<file path="src/rtl/node_registry_with_aging_assert.svh">
`ifndef NODE_REGISTRY_WITH_AGING_ASSERT_SVH
`define NODE_REGISTRY_WITH_AGING_ASSERT_SVH

// same-cycle implication
`define NRA_ASSERT_NOW(label, ante, cons) \
  label: assert property (@(posedge clk_i) disable iff (!rst_ni) (ante) |-> (cons)) \
    else $error("nra assertion failed");

// next-cycle implication
`define NRA_ASSERT_NEXT(label, ante, cons) \
  label: assert property (@(posedge clk_i) disable iff (!rst_ni) (ante) |=> (cons)) \
    else $error("nra assertion failed");

`endif

</file>
<file path="src/rtl/nra_ram.sv">
`timescale 1ns / 1ps
`default_nettype none
module nra_ram #(
  parameter int WIDTH = 8,
  parameter int DEPTH = 32
) (
  input  wire logic                     clk_i,
  input  wire logic                     we_i,
  input  wire logic [$clog2(DEPTH)-1:0] waddr_i,
  input  wire logic [WIDTH-1:0]         wdata_i,
  input  wire logic [$clog2(DEPTH)-1:0] raddr_i,
  output logic      [WIDTH-1:0]         rdata_o
);

  logic [WIDTH-1:0] mem_q [DEPTH];

  always_ff @(posedge clk_i) begin
    if (we_i) begin
      mem_q[waddr_i] <= wdata_i;
    end
    rdata_o <= mem_q[raddr_i];
  end

endmodule
`default_nettype wire

</file>
<file path="config.mk">
export PLATFORM = sky130hd
export DESIGN_NAME = nra_ram
export DESIGN_NICKNAME = d
export VERILOG_FILES = /design/src/rtl/node_registry_with_aging_assert.svh /design/src/rtl/nra_ram.sv
export SDC_FILE = /design/constraint.sdc
export NUM_CORES = 1
export LEC_CHECK = 0
export BUFFER_PORTS_ARGS = -buffer_cell sky130_fd_sc_hd__buf_4
export CORE_ASPECT_RATIO = 0.7
export CORE_MARGIN = 2
export CORE_UTILIZATION = 30
export CTS_BUF_LIST = sky130_fd_sc_hd__clkbuf_2 sky130_fd_sc_hd__clkbuf_4 sky130_fd_sc_hd__clkbuf_8
export DETAILED_ROUTE_END_ITERATION = 8
export HOLD_SLACK_MARGIN = 0.15
export PLACE_DENSITY = 0.54
export SETUP_SLACK_MARGIN = 0.05
export SYNTH_ARGS = -nofsm -noshare
export SYNTH_HDL_FRONTEND = slang
export SYNTH_SLANG_ARGS = --single-unit
export TNS_END_PERCENT = 1
</file>
<file path="constraint.sdc">
create_clock -name clk_i -period 2.42 [get_ports clk_i]
set_clock_uncertainty 0.2 [all_clocks]
set_input_delay 0.121 -clock clk_i [delete_from_list [all_inputs] [get_ports clk_i]]
set_output_delay 0.121 -clock clk_i [all_outputs]
set_load 0.1 [all_outputs]
</file>
## Yosys cells after proc, flatten, opt, wreduce, memory -nomap -nowiden

Memory sizes are Yosys's and may differ from the RTL's. A register that Yosys moved wholly into a read port is not among the register bits.
Index checks and enable logic that the tools add are counted.

- Word-level logic and storage cells: 3
- Memories kept: 1
- Bits in registers: 0
- Memory bits (writable): 256
- Output and inout bits: 8
- Latch bits: 0
- Input port bits: 20
- Bits in read-only memories: 0

Memories:

| name | words | bits a word | rd ports | clocked after Yosys merged registers in | wr ports | RTL line | text |
|---|---|---|---|---|---|---|---|
| mem_q | 32 | 8 | 1 | 1 | 1 | nra_ram.sv:15 | `logic [WIDTH-1:0] mem_q [DEPTH];` |

- Order comparisons: 0
- Reduce and logical (&&, ||, !) cells: 0
- Shifts and indexed selects: 0
- Div/mod/pow operators: 0
- $add $sub $neg: 0
- Muxes and demuxes: 2
- Bitwise gates (word level): 0
- Multipliers: 0
- Eq/ne operators: 0

Operators with widths:

| operator | number |
|---|---|
| 2-to-1 mux 1 bit | 2 |

## Depth between registers and ports, before layout

Gate-level depths: netlist of the first run.

- Word-level depth: 2
- Depth in mapped cells: 5

## Least setup slack after synthesis of the first run

Ideal clock, no wire load.

- Kind: input to register
- From: input raddr_i[2]
- To: register rdata_o[0] (read register of mem_q)
- Buffers on the path: 2
- Arrival: 1803 ps
- Library setup time: 121 ps
- Slack: 297 ps
- Required time: 2099 ps
- Cell stages on the path: 5
- Path through: clkbuf_1 -> clkbuf_1 -> mux4_2 -> mux4_2 -> mux2_2

RTL lines:

| element | RTL line | text |
|---|---|---|
| from (decl) | nra_ram.sv:11 | `input wire logic [$clog2(DEPTH)-1:0] raddr_i,` |
| to (decl) | nra_ram.sv:12 | `output logic [WIDTH-1:0] rdata_o` |

## Worst setup path after layout of the first run

- From: input waddr_i[2]
- To: memory mem_q[31][3] (enable)

RTL lines:

| element | RTL line | text |
|---|---|---|
| from (decl) | nra_ram.sv:9 | `input wire logic [$clog2(DEPTH)-1:0] waddr_i,` |
| to (decl) | nra_ram.sv:15 |  |

Straight into the memory's write port.

==> results of run 1 <==
-- state kept, by name, summed over array words and instances (netlist names) --
signal / flops
mem_q: 256
rdata_o: 8
-- through the flow --
stage          worst slack [ns]  hold WS, ns
3_5_place_dp              0.152        0.300
2_1_floorplan             0.297       0.0199
6_report                  0.320        0.199
3_3_place_gp              0.152        0.291
5_1_grt                   0.300        0.195
4_1_cts                   0.373        0.164
-- power groups by stage --
stage | logic (mW) | clock network (mW) | registers (mW)
after floorplan | 0.271 | 0 | 5.33
after global placement | 0.653 | 0 | 5.20
after detailed placement | 0.667 | 0 | 5.20
after CTS | 0.690 | 3.59 | 5.11
after global routing | 0.717 | 3.80 | 5.11
final | 0.682 | 3.50 | 5.10
-- worst max-delay path, delay by kind of cell --
kind / cells / cell delay (ns)
and+or+nand+nor: 2 / 0.40
buffers and inverters: 4 / 1.61
-- final cells by class --
class / count / area share (%)
Clock buffer: 58 / 5.84
Sequential cell: 264 / 65.7
Timing Repair Buffer: 81 / 5.84
Tap cell: 435 / 4.55
Clock inverter: 13 / 0.524
Multi-Input combinational cell: 133 / 17.6
-- synthesized netlist by cell type (2+ instances only) --
master and n:
nor2_1 33, nand3b_1 5, clkbuf_1 6, mux2_2 8, mux4_2 80, buf_1 6, nand3_1 2, buf_4 6
or3b_2 3, edfxtp_1 256, dfxtp_1 8
-- metal layers --
metal	GRT usage, %	up-vias
met2	18.4	180
met5	0	-
met3	3.51	22
met1	20.4	2513
met4	2.91	0
li1	-	1990
-- path summary, 6_finish.rpt --
check                            to  slack [ns]  cells after the start
min reg2reg      rdata_o[7]$_DFF_P_        0.69                      3
max          mem_q[31][3]$_DFFE_PP_        0.32                      6
min          mem_q[24][1]$_DFFE_PP_        0.20                      4
max reg2reg      rdata_o[4]$_DFF_P_        0.38                      3
-- cell families (layout without fill, tap and decap cells) --
| family | Yosys count | after routing | synth area share, % |
|---|---|---|---|
| flops | 264 | 264 | 78.1 |
| mux | 88 | 88 | 18.8 |
| simple gates | 45 | 45 | 2.07 |
| buf+inv | 20 | 152 | 1.06 |
==> impl_metrics.ini, run 1 <==
[run_status]
run_status = complete, no violations

[detailed_routing]
wl_per_cell_um = 23.2
first_pass_iters = 4
dr_wl_met3_um = 1730
routed_wl_um = 22800
dr.first_iter.drc_count = 449
antenna_left = 0
top_layer = met4
wl_met1_um = 11000
post-route-drc-count = 0
vias_per_cell = 4.78
vias = 4705
dr_wl_met2_um = 9870

[placed_design]
io_buffer_count = 27
dp_hpwl_um = 14000
dp.cells = 897
place.gp.congestion = 0.745
placed_area_mm2 = 0.0110

[die]
fp.dieW_um = 223
die_h_um = 157
core_area_mm2 = 0.0333
start_util_pct = 30.2
ios = 28
die-area_mm2 = 0.0350
placementRows = 56

[layout]
final_common_cell = edfxtp_1
area_growth_pct = 18.9
stdcell_area_mm2 = 0.0120
diodes = 0
fin_util_pct = 35.9
final_layout_size_suffix_gt1_share_pct = 40.3
multi_input_area_mm2 = 0.00210
register_area_mm2 = 0.00785
num-nets-final = 540
mostFrequentLayoutCells = 256 x edfxtp_1, 80 x mux4_2, 61 x buf_4, 42 x clkbuf_8, 33 x nor2_1
fin_cells = 984
fill_cells = 3003

[job]
maxCapViolCount = 0

[pwr]
cellPowerDensity_mw_per_mm2 = 777
switching_power_mw = 2.09
power.total_mw = 9.28
p_leak_nw = 3.79
power.internal_mw = 7.19
seq_power_share_pct = 55.0
pwr-share-comb_pct = 7.3
vdd_drop_max_v = 0.000401
swShare_pct = 22.5
pwr-share-clk_pct = 37.7

[setup_path]
worstPathArrival_ns = 2.13
crit_type = input pin to register
worst_setup_path_start_kind = input pin
cp-end-kind = register
crit_required_ns = 2.45
crit_start = waddr_i[2]
path_max_fanout = 8
path_cells = dlygate4sd3_1 > buf_4 > nand3_1 > dlygate4sd3_1 > nor2_1 > buf_4
cpMaxStageDelayCell = dlygate4sd3_1
max_stage_delay_ns = 0.63
r2r-start = mem_q[31][4]$_DFFE_PP_

[worst_hold_path]
min_path_type = input pin to register
hp-start = waddr_i[1]

[cts]
hold_buffers = 16
cts_root_buf = clkbuf_8
worstSkewPairLatency_ns = 0.54
clk_path_buf_depth = 3
cts_tree = yes
cts_resized = 0
cts_inserted_buffers = 40
path_clk_slew_ns = 0.07
clkSinkCount = 264
h-tree-depth = 2
postCtsSetupBuffers = 0

[grt]
antenna_found_initial = 1
overflow = 0
grt_max_degree = 48
grt_pass1_vias = 4699
grt_usage_pct = 13.2
grt_pass1_wl_um = 32900

[sta]
hold_violations = 0
tightestPinTransition_ns = 0.559
rsz0062_at_grt = no
fmax_ghz = 0.476
timing.final.crit_period_ns = 2.10
relSlewSlack_pct = 62.6
timing.final.crit_share_pct = 86.8
finalSetupViolations = 0
final.setup.tns_ns = 0
drv_slew = 0

[synth]
yosysSeqAreaShare_pct = 78.1
synth.distinct_cells = 15
synth_seq_cells = 264
yosys-top-cells-area = edfxtp_1 76%, mux4_2 18%, dfxtp_1 1.6%
syn_nets = 437
synthCells = 417
avgSynthCellArea_um2 = 24.1
netlist.area_leader.share_pct = 76.5
synth_area_leader_cell = edfxtp_1
syn-cell-area_mm2 = 0.0101
synth_top_flop_cell = edfxtp_1
synth_edf_count = 256
synth_warnings = 0
async_flop_share_pct = 0
Note: power is estimated with default switching activity, not from simulation.
==> run 2, diff against run 1 <==
--- a/config.mk
+++ b/config.mk
@@ -9,7 +9,7 @@
 export CORE_ASPECT_RATIO = 0.7
 export CORE_MARGIN = 2
 export CORE_UTILIZATION = 30
-export CTS_BUF_LIST = sky130_fd_sc_hd__clkbuf_2 sky130_fd_sc_hd__clkbuf_4 sky130_fd_sc_hd__clkbuf_8
+export CTS_BUF_LIST = sky130_fd_sc_hd__clkbuf_2
 export DETAILED_ROUTE_END_ITERATION = 8
 export HOLD_SLACK_MARGIN = 0.15
 export PLACE_DENSITY = 0.54
==> impl_metrics.ini, run 2 (synthesis results as in run 1) <==
[run_status]
run_status = complete, no violations

[layout]
final_common_cell = edfxtp_1
multi_input_area_mm2 = 0.00210
fill_cells = 3062
area_growth_pct = 20.3
stdcell_area_mm2 = 0.0121
register_area_mm2 = 0.00785
mostFrequentLayoutCells = 256 x edfxtp_1, 85 x clkbuf_2, 80 x mux4_2, 61 x buf_4, 35 x dlygate4sd3_1
reg.largest.list = mem_q: 256 flops, rdata_o: 8 flops
largest_reg_flops = 256
diodes = 0
final_layout_size_suffix_gt1_share_pct = 41.5
fin_util_pct = 36.3
regMostFlops = mem_q
num-nets-final = 586

[die]
ios = 28
core_area_mm2 = 0.0333
die_h_um = 157
start_util_pct = 30.2
placementRows = 56
fp.dieW_um = 223
die-area_mm2 = 0.0350

[detailed_routing]
vias = 4985
antenna_left = 0
wl_per_cell_um = 22.5
first_pass_iters = 4
post-route-drc-count = 0
dr.first_iter.drc_count = 474
routed_wl_um = 23600
vias_per_cell = 4.75

[grt]
grt_pass1_wl_um = 34100
overflow = 0
grt_max_degree = 48
antenna_found_initial = 0
grt_usage_pct = 13.6
grt_pass1_vias = 4976

[placed_design]
place.gp.congestion = 0.745
placed_area_mm2 = 0.0110
io_buffer_count = 27
dp_hpwl_um = 14000

[sta]
final.setup.tns_ns = 0
timing.final.crit_share_pct = 95.7
hold_violations = 0
holdWs_ns = 0.280
fmax_ghz = 0.432
relSlewSlack_pct = 58.7
drv_slew = 0
rsz0062_at_grt = no
finalSetupViolations = 0
tightestPinTransition_ns = 0.618
timing.final.crit_period_ns = 2.32

[pwr]
cellPowerDensity_mw_per_mm2 = 710
power.total_mw = 8.59
vdd_drop_max_v = 0.000300
p_leak_nw = 3.95

[setup_path]
cpMostUsedCell = dlygate4sd3_1
r2r-end = rdata_o[4]$_DFF_P_
reg2reg_slack_ns = 0.38
worstPathArrival_ns = 2.65
crit_required_ns = 2.75
r2r-start = mem_q[31][4]$_DFFE_PP_
cpMaxStageDelayCell = dlygate4sd3_1
path_cells = dlygate4sd3_1 > buf_4 > dlygate4sd3_1 > nand3_1 > dlygate4sd3_1 > nor2_1 > buf_4
worst_setup_path_start_kind = input pin
crit_type = input pin to register
reg2reg_depth = 3
max_stage_delay_ns = 0.62
cp-end-kind = register
critical_path.endpoint = mem_q[31][3]$_DFFE_PP_
path_max_fanout = 8
crit_start = waddr_i[3]

[cts]
cts_root_buf = clkbuf_2
worstSkewPairLatency_ns = 0.87
clkSinkCount = 264
clk_path_buf_depth = 3
path_clk_slew_ns = 0.11
h-tree-depth = 2
cts_resized = 0
cts_inserted_buffers = 59
cts_tree = yes

[job]
maxCapViolCount = 0

[worst_hold_path]
min_path_type = input pin to register
hold_depth = 4
==> run 2: cell types whose count changed in the layout (fill, tap and decap cells not counted), sizes merged <==
cell and change:
clkinvlp -2, bufinv +1, dlygate4sd3 +19, inv +1, clkinv +12, buf +8, clkbuf +27
==> run 2: layer usage <==
metal  track usage, %  wire [µm]
met2             19.1      10300
met4             3.55        244
met3             3.79       1850
met5                0          0
met1             20.7      11200
==> run 2: worst max-delay path: cells and delay by family <==
kind | cells | cell delay [ns]
simple gates | 2 | 0.36
buf+inv | 5 | 2.17
==> run 2: area by class of cell <==
cell class                 count  area share, %
multi-input combinational    133           17.4
tap                          435           4.50
timing repair buffer         108           8.67
sequential                   264           64.9
clock buffer                  85           3.52
clock inverter                25           1.03
==> run 2: power breakdown <==
group | internal, mW | switching [mW] | total, mW | leakage, nW
clock network | 1.06 | 1.69 | 2.75 | 0.417
logic | 0.301 | 0.442 | 0.743 | 1.16
registers | 5.07 | 0.0210 | 5.10 | 2.37
total | 6.44 | 2.15 | 8.59 | 3.95
==> run 2: how the worst min path moves through the flow <==
stage,startpoint,to
6_report,waddr_i[3],mem_q[26][6]$_DFFE_PP_
5_1_grt,waddr_i[3],mem_q[27][6]$_DFFE_PP_
4_1_cts,waddr_i[3],mem_q[26][6]$_DFFE_PP_
3_5_place_dp,raddr_i[3],rdata_o[4]$_DFF_P_
3_3_place_gp,raddr_i[3],rdata_o[4]$_DFF_P_
2_1_floorplan,wdata_i[0],mem_q[0][0]$_DFFE_PP_
==> run 2: stage by stage <==
stage / std cells / setup slack, ns
6_report: 1050 / 0.103
5_1_grt: 1050 / 0.150
4_1_cts: 1050 / 0.208
3_5_place_dp: 897 / 0.152
3_3_place_gp: 897 / 0.152
2_1_floorplan: 417 / 0.297
==> run 2: what timing repair did <==
action | CTS | global route
hold endpoints to repair | 520 | 0
buffers inserted | 0 | 0
hold buffers | 43 | 0
==> run 3, diff against run 2 <==
--- a/config.mk
+++ b/config.mk
@@ -6,7 +6,7 @@
 export NUM_CORES = 1
 export LEC_CHECK = 0
 export BUFFER_PORTS_ARGS = -buffer_cell sky130_fd_sc_hd__buf_4
-export CORE_ASPECT_RATIO = 0.7
+export CORE_ASPECT_RATIO = 1.75
 export CORE_MARGIN = 2
 export CORE_UTILIZATION = 30
 export CTS_BUF_LIST = sky130_fd_sc_hd__clkbuf_2
==> impl_metrics.ini, run 3 (synthesis results as in run 1) <==
[run_status]
run_status = complete, no violations

[setup_path]
path_max_fanout = 8
r2r-start = mem_q[23][3]$_DFFE_PP_
worstPathArrival_ns = 2.58
reg2reg_slack_ns = 0.39
worst_setup_path_start_kind = input pin
r2r-end = rdata_o[3]$_DFF_P_
cp-end-kind = register
crit_type = input pin to register
crit_required_ns = 2.75
reg2reg_depth = 3

[sta]
rsz0062_at_grt = no
holdWs_ns = 0.261
tightestPinTransition_ns = 1.16
drv_slew = 0
fmax_ghz = 0.444
relSlewSlack_pct = 22.7
finalSetupViolations = 0
timing.final.crit_share_pct = 93.0
final.setup.tns_ns = 0
timing.final.crit_period_ns = 2.25
hold_violations = 0

[grt]
grt_max_degree = 41
grt_usage_pct = 13.8
use_met1_pct = 12.9
use_met3_pct = 2.24
overflow = 0
grt_util_met2_pct = 27.7
top_usage_layer = met2
grt_pass1_wl_um = 34300
antenna_found_initial = 1
grt_pass1_vias = 5255

[die]
start_util_pct = 30.4
placementRows = 88
fp.dieW_um = 142
die-area_mm2 = 0.0350
core_area_mm2 = 0.0330
ios = 28
die_h_um = 246

[worst_hold_path]
min_path_type = input pin to register
hp-start = raddr_i[4]
hold_depth = 4
hold_end = rdata_o[2]$_DFF_P_

[pwr]
power.total_mw = 8.30
p_leak_nw = 3.86
cellPowerDensity_mw_per_mm2 = 695
vdd_drop_max_v = 0.000219

[placed_design]
dp_hpwl_um = 15400
io_buffer_count = 27
dp.cells = 870
place.gp.congestion = 0.788

[detailed_routing]
routed_wl_um = 23300
first_pass_iters = 4
wl_per_cell_um = 23.3
vias = 4733
antenna_left = 0
vias_per_cell = 4.74
dr.first_iter.drc_count = 372
post-route-drc-count = 0

[layout]
final_common_cell = edfxtp_1
fin_cells = 999
fill_cells = 3076
area_growth_pct = 18.7
mostFrequentLayoutCells = 256 x edfxtp_1, 80 x mux4_2, 69 x clkbuf_2, 63 x buf_4, 33 x nor2_1
largest_reg_flops = 256
num-nets-final = 578
reg.largest.list = mem_q: 256 flops, rdata_o: 8 flops
regMostFlops = mem_q
final_layout_size_suffix_gt1_share_pct = 40.3

[cts]
clk_path_buf_depth = 3
worstSkewPairLatency_ns = 0.83
clkSinkCount = 264
h-tree-depth = 2
cts_tree = yes
cts_inserted_buffers = 53
cts_root_buf = clkbuf_2
path_clk_slew_ns = 0.14
cts_resized = 0
postCtsSetupBuffers = 0

[job]
maxCapViolCount = 0
run 3: changes by cell type in the layout (fill, tap and decap cells not counted), sizes merged, moves of 2 or more:
| cell | before | now |
|---|---|---|
| buf | 73 | 75 |
| clkbuf | 85 | 69 |
| clkinv | 23 | 19 |
| dlygate4sd3 | 35 | 31 |
run 3: area by class of cell:
class | instances | area (µm²) | share of cell area [%]
Clock inverter | 21 | 111 | 0.933
Clock buffer | 69 | 345 | 2.89
Multi-Input combinational cell | 133 | 2100 | 17.6
Tap cell | 405 | 507 | 4.25
Sequential cell | 264 | 7850 | 65.7
Antenna cell | 1 | 2.50 | 0.0210
Timing Repair Buffer | 106 | 1020 | 8.57
run 3: per-layer routing:
metal  up-vias  share of wire, %
met4         0               5.2
met3        57               3.1
met1      2457                32
li1       2094                 -
met2       125                59
met5         -                 0
run 3: timing repair:
action	CTS	global route
setup endpoints to repair	0	0
endpoints found under the hold margin	520	0
hold buffers	38	0
run 3: metrics by stage:
stage | cell area, µm² | util, % | setup WS [ns]
6_report | 11900 | 36.1 | 0.170
5_1_grt | 11900 | 36.1 | 0.173
4_1_cts | 11900 | 36.1 | 0.232
3_5_place_dp | 11000 | 33.4 | 0.0813
3_3_place_gp | 11000 | 33.4 | 0.0832
2_1_floorplan | 10100 | - | 0.297
run 3: worst max-delay path, cell delays in order:
cell and delay (ns):
dlygate4sd3_1 0.54, buf_4 0.17, or3b_2 0.45, dlygate4sd3_1 0.62, nor2_1 0.42, buf_4 0.26
run 3: worst max-delay path by stage:
stage / startpoint / endpoint / slack [ns] / cells after the start
2_1_floorplan: raddr_i[2] / rdata_o[0]$_DFF_P_ / 0.30 / 5
3_3_place_gp: raddr_i[0] / rdata_o[4]$_DFF_P_ / 0.08 / 5
3_5_place_dp: raddr_i[0] / rdata_o[4]$_DFF_P_ / 0.08 / 5
4_1_cts: waddr_i[3] / mem_q[17][6]$_DFFE_PP_ / 0.23 / 6
5_1_grt: waddr_i[3] / mem_q[17][0]$_DFFE_PP_ / 0.17 / 6
6_report: waddr_i[3] / mem_q[17][0]$_DFFE_PP_ / 0.17 / 6
run 3: power by group:
part / total (mW) / internal (mW) / switching (mW) / leakage, nW
Combinational: 0.716 / 0.296 / 0.420 / 1.15
Sequential: 5.09 / 5.07 / 0.0186 / 2.37
Clock: 2.49 / 0.885 / 1.60 / 0.335
